$ cat config.mk
export PLATFORM = sky130hd
export DESIGN_NAME = ntfs_data_run_decoder
export DESIGN_NICKNAME = d
export VERILOG_FILES = /design/src/rtl/core/ndr_pkg.sv /design/src/rtl/core/ndr_in_stage.sv /design/src/rtl/core/ndr_core.sv /design/src/rtl/core/ndr_out_stage.sv /design/src/rtl/core/ntfs_data_run_decoder.sv
export SDC_FILE = /design/constraint.sdc
export NUM_CORES = 1
export LEC_CHECK = 0
export BUFFER_PORTS_ARGS = -buffer_cell sky130_fd_sc_hd__buf_2
export CAP_MARGIN = 0
export CORE_ASPECT_RATIO = 0.5
export CORE_MARGIN = 4
export CORE_UTILIZATION = 65
export DETAILED_ROUTE_END_ITERATION = 16
export HOLD_SLACK_MARGIN = 0.15
export PLACE_DENSITY = 0.91
export SLEW_MARGIN = 20
export SYNTH_ARGS = -nofsm -noshare
export SYNTH_HDL_FRONTEND = slang
export SYNTH_SLANG_ARGS = --single-unit
$ cat constraint.sdc
create_clock -name clk -period 23.5 [get_ports clk]
set_input_delay 4.7 -clock clk [delete_from_list [all_inputs] [get_ports clk]]
set_output_delay 4.7 -clock clk [all_outputs]
set_load 0.01 [all_outputs]
$ cat src/rtl/core/ndr_pkg.sv
package ndr_pkg;

  localparam int unsigned WordBits = 64;

  typedef enum logic [3:0] {
    PH_HEADER = 4'b0001,
    PH_LEN    = 4'b0010,
    PH_OFF    = 4'b0100,
    PH_IDLE   = 4'b1000
  } phase_t;

  typedef struct packed {
    logic [7:0] data_byte;
    logic       list_start;
  } in_word_t;

  typedef struct packed {
    logic [WordBits-1:0] start_cluster;
    logic [WordBits-1:0] run_clusters;
    logic                sparse;
    logic                end_of_list;
    logic                bad_header;
  } result_t;

  localparam logic [7:0] LowNibbleMask  = 8'h0F;
  localparam logic [7:0] HighNibbleMask = 8'hF0;

  // Sign-extend a little-endian offset of 1 to 7 bytes; 0 or 8 bytes pass through.
  function automatic logic [WordBits-1:0] sign_ext(input logic [WordBits-1:0] v,
                                                   input logic [3:0] nbytes);
    logic [WordBits-1:0] r;
    r = v;
    case (nbytes)
      4'd1: r = {{56{v[7]}},  v[7:0]};
      4'd2: r = {{48{v[15]}}, v[15:0]};
      4'd3: r = {{40{v[23]}}, v[23:0]};
      4'd4: r = {{32{v[31]}}, v[31:0]};
      4'd5: r = {{24{v[39]}}, v[39:0]};
      4'd6: r = {{16{v[47]}}, v[47:0]};
      4'd7: r = {{8{v[55]}},  v[55:0]};
      default: r = v;
    endcase
    return r;
  endfunction

endpackage

$ cat src/rtl/core/ndr_in_stage.sv
module ndr_in_stage (
  input  logic               clk,
  input  logic               rst,
  input  logic               valid,
  output logic               stall,
  input  ndr_pkg::in_word_t  word,
  input  logic               ready,
  output logic               word_valid,
  output ndr_pkg::in_word_t  word_q
);
  import ndr_pkg::*;

  assign stall = word_valid && !ready;

  always_ff @(posedge clk) begin
    if (rst) begin
      word_valid <= 1'b0;
    end else if (!stall) begin
      word_valid <= valid;
    end
  end

  always_ff @(posedge clk) begin
    if (!stall) begin
      word_q <= word;
    end
  end

endmodule

$ cat src/rtl/core/ndr_core.sv
module ndr_core #(
  parameter int unsigned MAX_FIELD_BYTES = 8
) (
  input  logic              clk,
  input  logic              rst,
  input  logic              take,
  input  ndr_pkg::in_word_t word,
  output logic              res_valid,
  output ndr_pkg::result_t  res
);
  import ndr_pkg::*;

  localparam logic [3:0] MaxBytes = 4'(MAX_FIELD_BYTES);

  phase_t              phase, phase_next;
  logic [3:0]          byte_index, byte_index_next;
  logic [3:0]          length_bytes, length_bytes_next;
  logic [3:0]          offset_bytes, offset_bytes_next;
  logic [WordBits-1:0] length_accum, length_accum_next;
  logic [WordBits-1:0] offset_accum, offset_accum_next;
  logic [WordBits-1:0] cluster_accum, cluster_accum_next;

  phase_t              cur_phase;
  logic [3:0]          lb, ob, idx_inc;
  logic [5:0]          shift;
  logic [WordBits-1:0] shifted, off_ext, sum;
  logic                sp;

  assign lb      = 4'(word.data_byte & LowNibbleMask);
  assign ob      = 4'((word.data_byte & HighNibbleMask) >> 4);
  assign shift   = {byte_index[2:0], 3'b000};
  assign shifted = {56'd0, word.data_byte} << shift;
  assign idx_inc = byte_index + 4'd1;

  assign off_ext = sign_ext(offset_accum | shifted, offset_bytes);
  assign sum     = cluster_accum + off_ext;

  always_comb begin
    cur_phase          = word.list_start ? PH_HEADER : phase;
    phase_next         = cur_phase;
    byte_index_next    = byte_index;
    length_bytes_next  = length_bytes;
    offset_bytes_next  = offset_bytes;
    length_accum_next  = length_accum;
    offset_accum_next  = offset_accum;
    cluster_accum_next = word.list_start ? '0 : cluster_accum;
    res_valid          = 1'b0;
    res                = '0;
    sp                 = 1'b1;
    unique case (cur_phase)
      PH_HEADER: begin
        byte_index_next   = '0;
        length_accum_next = '0;
        offset_accum_next = '0;
        if (word.data_byte == 8'd0) begin
          res_valid       = 1'b1;
          res.end_of_list = 1'b1;
          phase_next      = PH_IDLE;
        end else if (lb > MaxBytes || ob > MaxBytes) begin
          res_valid      = 1'b1;
          res.bad_header = 1'b1;
          phase_next     = PH_IDLE;
        end else begin
          length_bytes_next = lb;
          offset_bytes_next = ob;
          phase_next        = (lb != 4'd0) ? PH_LEN : PH_OFF;
        end
      end
      PH_LEN: begin
        length_accum_next = length_accum | shifted;
        byte_index_next   = idx_inc;
        if (idx_inc >= length_bytes) begin
          byte_index_next = '0;
          if (offset_bytes == 4'd0) begin
            res_valid         = 1'b1;
            res.run_clusters  = length_accum | shifted;
            res.sparse        = 1'b1;
            phase_next        = PH_HEADER;
          end else begin
            phase_next = PH_OFF;
          end
        end
      end
      PH_OFF: begin
        offset_accum_next = offset_accum | shifted;
        byte_index_next   = idx_inc;
        if (idx_inc >= offset_bytes) begin
          sp                 = (off_ext == '0);
          cluster_accum_next = sum;
          byte_index_next    = '0;
          res_valid          = 1'b1;
          res.run_clusters   = length_accum;
          res.sparse         = sp;
          res.start_cluster  = sp ? '0 : sum;
          phase_next         = PH_HEADER;
        end
      end
      PH_IDLE: begin
      end
      default: begin
        phase_next = PH_IDLE;
      end
    endcase
    if (!take) begin
      res_valid = 1'b0;
    end
  end

  always_ff @(posedge clk) begin
    if (rst) begin
      phase         <= PH_HEADER;
      byte_index    <= '0;
      length_bytes  <= '0;
      offset_bytes  <= '0;
      length_accum  <= '0;
      offset_accum  <= '0;
      cluster_accum <= '0;
    end else if (take) begin
      phase         <= phase_next;
      byte_index    <= byte_index_next;
      length_bytes  <= length_bytes_next;
      offset_bytes  <= offset_bytes_next;
      length_accum  <= length_accum_next;
      offset_accum  <= offset_accum_next;
      cluster_accum <= cluster_accum_next;
    end
  end

endmodule

$ cat src/rtl/core/ndr_out_stage.sv
module ndr_out_stage (
  input  logic             clk,
  input  logic             rst,
  input  logic             load,
  input  ndr_pkg::result_t res,
  output logic             ready,
  output logic             valid,
  input  logic             stall,
  output ndr_pkg::result_t res_q
);
  import ndr_pkg::*;

  assign ready = !valid || !stall;

  always_ff @(posedge clk) begin
    if (rst) begin
      valid <= 1'b0;
    end else if (load) begin
      valid <= 1'b1;
    end else if (!stall) begin
      valid <= 1'b0;
    end
  end

  always_ff @(posedge clk) begin
    if (load) begin
      res_q <= res;
    end
  end

endmodule

$ cat src/rtl/core/ntfs_data_run_decoder.sv
// Run-list decoder: takes one run-list byte per word, with list_start marking
// the first header of a list, and emits one word per finished run (absolute
// start cluster, length, sparse flag), one for a zero header ending the list,
// and one for a header whose byte count exceeds MAX_FIELD_BYTES. Offsets of
// 1 to 7 bytes are sign-extended before being added to the running cluster.
// Throughput is one byte per cycle while data_stall is low; a byte is registered
// in the input register and decoded there against the decode state, and a run's
// result is loaded into the result register when its last byte leaves the input
// register. A stalled result holds the input register. Bytes after an end or error
// result are dropped until the next list_start.
module ntfs_data_run_decoder #(
  parameter int unsigned MAX_FIELD_BYTES = 8
) (
  input  logic        clk,
  input  logic        rst,
  input  logic        data_valid,
  output logic        data_stall,
  input  logic [7:0]  data_byte,
  input  logic        list_start,
  output logic        result_valid,
  input  logic        result_stall,
  output logic [63:0] start_cluster,
  output logic [63:0] run_clusters,
  output logic        sparse,
  output logic        end_of_list,
  output logic        bad_header
);
  import ndr_pkg::*;

  in_word_t in_word, word_q;
  logic     word_valid, core_ready, take, res_valid;
  result_t  res, res_q;

  assign in_word.data_byte  = data_byte;
  assign in_word.list_start = list_start;
  assign take               = word_valid && core_ready;

  ndr_in_stage u_in (
    .clk        (clk),
    .rst        (rst),
    .valid      (data_valid),
    .stall      (data_stall),
    .word       (in_word),
    .ready      (core_ready),
    .word_valid (word_valid),
    .word_q     (word_q)
  );

  ndr_core #(
    .MAX_FIELD_BYTES (MAX_FIELD_BYTES)
  ) u_core (
    .clk       (clk),
    .rst       (rst),
    .take      (take),
    .word      (word_q),
    .res_valid (res_valid),
    .res       (res)
  );

  ndr_out_stage u_out (
    .clk   (clk),
    .rst   (rst),
    .load  (res_valid),
    .res   (res),
    .ready (core_ready),
    .valid (result_valid),
    .stall (result_stall),
    .res_q (res_q)
  );

  assign start_cluster = res_q.start_cluster;
  assign run_clusters  = res_q.run_clusters;
  assign sparse        = res_q.sparse;
  assign end_of_list   = res_q.end_of_list;
  assign bad_header    = res_q.bad_header;

endmodule

## Yosys cells after proc, flatten, opt, wreduce, memory -nomap -nowiden

Cells that the tools add are included.
W data, S select, Z words.

| word-level totals | value |
|---|---|
| bits in registers | 350 |
| input bits | 13 |
| output and inout port bits | 133 |
| logic and storage cells | 93 |

| cells by class | value |
|---|---|
| add/sub/neg operators | 2 |
| order comparisons | 4 |
| equality and inequality tests | 12 |
| shifts and indexed selects | 1 |
| muxes and demuxes | 31 |
| bitwise gates (word level) | 7 |
| reduce and logical (&&, ||, !) cells | 20 |

Operator list:

| cell | count |
|---|---|
| $pmux W64 S7 | 1 |
| $pmux W64 S2 | 2 |
| $mux W65 | 3 |
| $mux W64 | 3 |
| $pmux W65 S2 | 1 |
| $or A64 B64 Y64 | 2 |
| $add A64 B64 Y64 | 1 |
| $logic_not A64 Y1 | 1 |
| $shl A8 B6 Y64 | 1 |
| $mux W4 | 7 |
| $eq A4 B3 Y1 const B | 5 |
| $pmux W4 S4 | 1 |
| $eq A4 B2 Y1 const B | 3 |
| $pmux W4 S3 | 1 |
| $mux W1 | 9 |
| $eq A4 B1 Y1 const B | 2 |
| $ge A4 B4 Y1 | 2 |
| $gt A4 B4 Y1 const B | 2 |
| $logic_not A8 Y1 | 1 |
| $mux W3 | 2 |
| $reduce_and A2 Y1 | 3 |
| $not A1 Y1 | 5 |
| $add A4 B1 Y4 const B | 1 |
| $eq A4 B4 Y1 const B | 1 |
| 12 further kinds | 17 |

## Depth between registers and ports, before layout

| logic depth | value |
|---|---|
| word-level depth | 7 |
| depth in mapped cells | 21 |
| gate-level depth less buffers | 18 |

## By module

Synthesis repeated with hierarchy kept, for this count alone.

| unflattened totals | value |
|---|---|
| cells, all modules | 2047 |
| area total of the unflattened synthesis | 18107.4 µm² |

By module, submodules not included:

| module | times used | cells each | area each (µm²) |
|---|---|---|---|
| ndr_core | 1 | 1897 | 13814.5 |
| ndr_out_stage | 1 | 135 | 3966.3 |
| ndr_in_stage | 1 | 14 | 320.3 |
| ntfs_data_run_decoder | 1 | 1 | 6.3 |

## Least setup slack after synthesis

Ideal clock, no wire load.

| timing | value |
|---|---|
| path type | input-to-reg |
| from | input port result_stall |
| to | register u_out.res_q[0] (netlist name) |
| arrival time | 11.736 ns |
| required time | 22.834 ns |
| setup slack | 11.098 ns |
| stages on the path | 5 |
| cells stage by stage | nand2_1 -> nand2_1 -> nor2_1 -> nor3_1 -> a21oi_1 |

| on the way | value |
|---|---|
| longest elaborated chain between the ends | 4 |

Ends and longest elaborated chain:

| what | RTL line | source |
|---|---|---|
| start: declaration | ntfs_data_run_decoder.sv:21 | `input logic result_stall,` |
| $logic_not A1 Y1 | ndr_out_stage.sv:13 | `assign ready = !valid \|\| !stall;` |
| $logic_or A1 B1 Y1 | ndr_out_stage.sv:13 |  |
| $logic_and A1 B1 Y1 | ntfs_data_run_decoder.sv:36 | `assign take = word_valid && core_ready;` |
| $mux W1 | ndr_core.sv:104 | `if (!take) begin` |
| via res_valid | ntfs_data_run_decoder.sv:31 | `logic word_valid, core_ready, take, res_valid;` |

The timed path passes the listed nets, and every way through them passes these cells.
A chain may end at the register's enable or synchronous reset.

## Worst setup path in the final report

| timing | value |
|---|---|
| from | input port result_stall |
| to | output port data_stall |

| on the way | value |
|---|---|
| longest elaborated chain between the ends | 4 |

Ends and longest elaborated chain:

| what | RTL line | source |
|---|---|---|
| $logic_not A1 Y1 | ndr_out_stage.sv:13 |  |
| $logic_or A1 B1 Y1 | ndr_out_stage.sv:13 |  |
| $logic_not A1 Y1 | ndr_in_stage.sv:13 | `assign stall = word_valid && !ready;` |
| $logic_and A1 B1 Y1 | ndr_in_stage.sv:13 |  |
| end: declaration | ntfs_data_run_decoder.sv:17 | `output logic data_stall,` |

No other way between the ends.

==> flow_summary.ini <==
[sta]
hold_violations = 0
fin_worst_skew_ns = 0.0149
setup_viol_count_final = 0
fin_hold_ws_ns = 0.472
slew_headroom_pct = 28.3
fmaxAchievable_ghz = 0.0981
timing.final.crit_share_pct = 43.4
grt_setup_unrepaired = false
slew_viol_final = 0
worst_pin_slew_ns = 1.08
setup_tns_ns = 0
finalCriticalPeriod_ns = 10.20

[cts]
post_cts_resized = 0
clk_pin_slew_ns = 0.07
cts_made_buffers = 29
cts.sinks = 350
root_buffer = clkbuf_16
clkLatencyLatePin_ns = 0.60
cts_setup_buffers = 0
clk_path_buf_depth = 3
cts-hold-fix-buffers = 0
cts-htree-levels = 1
tritoncts = built

[logic_synthesis]
yosysUniqueCellTypes = 77
ys_warn_count = 0
synthFlopType = dfxtp_1
syn_nets = 2050
synth_edf_count = 140
netlist_area_mm2 = 0.0182
synthesis.instances = 1964
yosys-top-cells-area = dfxtp_1, edfxtp_1, nor2_1, ha_1, a21oi_1
synth.largest_area_cell = dfxtp_1
ys_async_sr_fraction_pct = 0
ys_ff_latch = 350
ys_seq_area_share_pct = 46.3
netlist.area_leader.share_pct = 23.1
synth.avg_cell_area_um2 = 9.25

[grt]
grt-ovfl-total = 0
grt_first_pass_wirelength_mm = 80.5
grt.total_usage_pct = 32.2
grt_pass1_vias = 14649
antenna_found_initial = 0
grt_start_max_net_pins = 82

[power]
vdd_ir_drop_max_v = 0.0000605
leakage_nw = 7.99
powerDensity_mw_per_mm2 = 60.5
p_comb_share_pct = 5.7
switchingPower_mw = 0.287
p_int_mw = 0.917
p_clk_share_pct = 41.0
p_total_mw = 1.20
seqPwrFrac_pct = 53.3
power.share.switching_pct = 23.8

[drt]
drc_errors = 0
wl_mm = 52.1
ant_nets = 0
detail_route.first_pass.iterations = 6
viasPerCell = 6.82
drt_iter0_drc = 2456
dr_total_vias = 16332
wl_per_cell_um = 21.8

[die]
start_util_pct = 67.4
die_h_um = 126
core_area_mm2 = 0.0270
row_count = 42
die_x_um = 244
io_pins = 146
dieArea_mm2 = 0.0308

[critical_path]
critPathRequiredTime_ns = 18.80
worstPathArrival_ns = 5.50
critPathCaptureType = primary output
crit_type = in -> out
crit_fanout = 11
start_kind = input pin

[finish]
regArea_mm2 = 0.00841
syn_to_final_growth_pct = 9.61
final_cell_count_no_fill = 2394
fillCellCount = 1890
antennaDiodeCount = 0
drive_above_1_share_pct = 12.5
multiInputGateArea_mm2 = 0.00903
mostFrequentLayoutCell = nor2_1
final_cell_mix = nor2_1, dfxtp_1, a21oi_1
nets = 2084
stdcell_area_mm2 = 0.0199

[place]
place_congestion = 1.00
placedInstanceArea_mm2 = 0.0190
place.port_buffers = 145
hpwl_mm = 34.6
place_inst = 2341

[run_status]
status = finished clean

[hold_path]
min_path_type = reg -> reg

[job]
drv_cap = 0
==> worst max-delay path, stage by stage <==
cell	delay (ns)
buf_2	0.09
nand3_1	0.39
inv_1	0.16
buf_2	0.15
==> area by class of cell <==
| type | count | area share [%] |
|---|---|---|
| flip-flops and latches | 350 | 42.2 |
| repair buffers | 172 | 4.68 |
| multi-input cells | 1412 | 45.4 |
| clock buffers | 42 | 4.25 |
| well taps | 374 | 2.35 |
| inverters | 33 | 0.622 |
| clock inverters | 11 | 0.496 |
==> synthesized netlist by cell type (8+ instances only) <==
cell	number
nor2b_1	12
dfxtp_1	210
nand2_1	65
edfxtp_1	140
xor2_1	25
a22o_1	26
o31ai_1	9
nor3_1	38
a21o_1	51
nand4_1	20
xnor2_1	41
a22oi_1	87
o21ai_0	93
o21bai_1	13
buf_2	12
mux2i_1	9
nand3_1	19
a31oi_1	52
nor4b_1	9
a21oi_1	175
a32oi_1	76
nor2_1	326
and3_1	19
inv_1	33
a211oi_1	10
clkbuf_1	139
and3b_1	50
ha_1	72
nor4_1	11
and2_1	8
==> layer usage <==
layer / global-route usage, % / vias to the layer above / wire length (um)
met5: 0 / - / 0
met4: 7.55 / 0 / 1280
met3: 8.45 / 144 / 6540
met2: 46.2 / 1057 / 21800
met1: 48.7 / 7770 / 22500
li1: - / 7361 / -
==> power by group through the flow <==
stage	clock network (mW)	logic (mW)	registers, mW
CTS	0.494	0.0662	0.642
global route	0.517	0.0727	0.642
floorplan	0	0.0397	0.660
finish	0.493	0.0686	0.642
global placement	0	0.0645	0.655
detailed placement	0	0.0657	0.655
==> per-stage QoR <==
| step | worst slack (ns) | utilization (%) |
|---|---|---|
| 4_1_cts | 13.29 | 73.8 |
| 3_3_place_gp | 13.41 | 70.3 |
| 5_1_grt | 13.22 | 73.9 |
| 6_report | 13.30 | 73.9 |
| 3_5_place_dp | 13.29 | 70.3 |
| 2_1_floorplan | 11.10 | - |
==> worst paths after layout <==
| path | from | end | slack [ns] | cells past startpoint |
|---|---|---|---|---|
| worst min register to register | u_core.cluster_accum[59] | u_core.cluster_accum[59] | 0.47 | 2 |
| worst max-delay path | result_stall | data_stall | 13.30 | 4 |
| worst min-delay path | u_core.cluster_accum[59] | u_core.cluster_accum[59] | 0.47 | 2 |
| worst max register to register | u_core.byte_index[2] | u_out.res_q[128] | 17.29 | 15 |
==> sequential cells by signal, summed over array words and instances, names as in the netlist <==
signal	flops
u_core.byte_index	4
u_core.cluster_accum	64
u_core.length_accum	64
u_core.length_bytes	4
u_core.offset_accum	64
u_core.offset_bytes	4
u_core.phase	4
u_in.word_q	9
u_in.word_valid	1
u_out.res_q	131
u_out.valid	1
==> logic make-up after synthesis <==
family	count (synthesis)	synth area share [%]
XOR/XNOR	66	3.18
AO/OA/AOI/OAI	634	23.1
buffers and inverters	202	4.45
flip-flops	350	46.3
multiplexers	11	0.620
adder cells (fa/ha/maj)	73	5.07
AND/OR/NAND/NOR	628	17.3
Note: power is estimated with default switching activity, not from simulation.
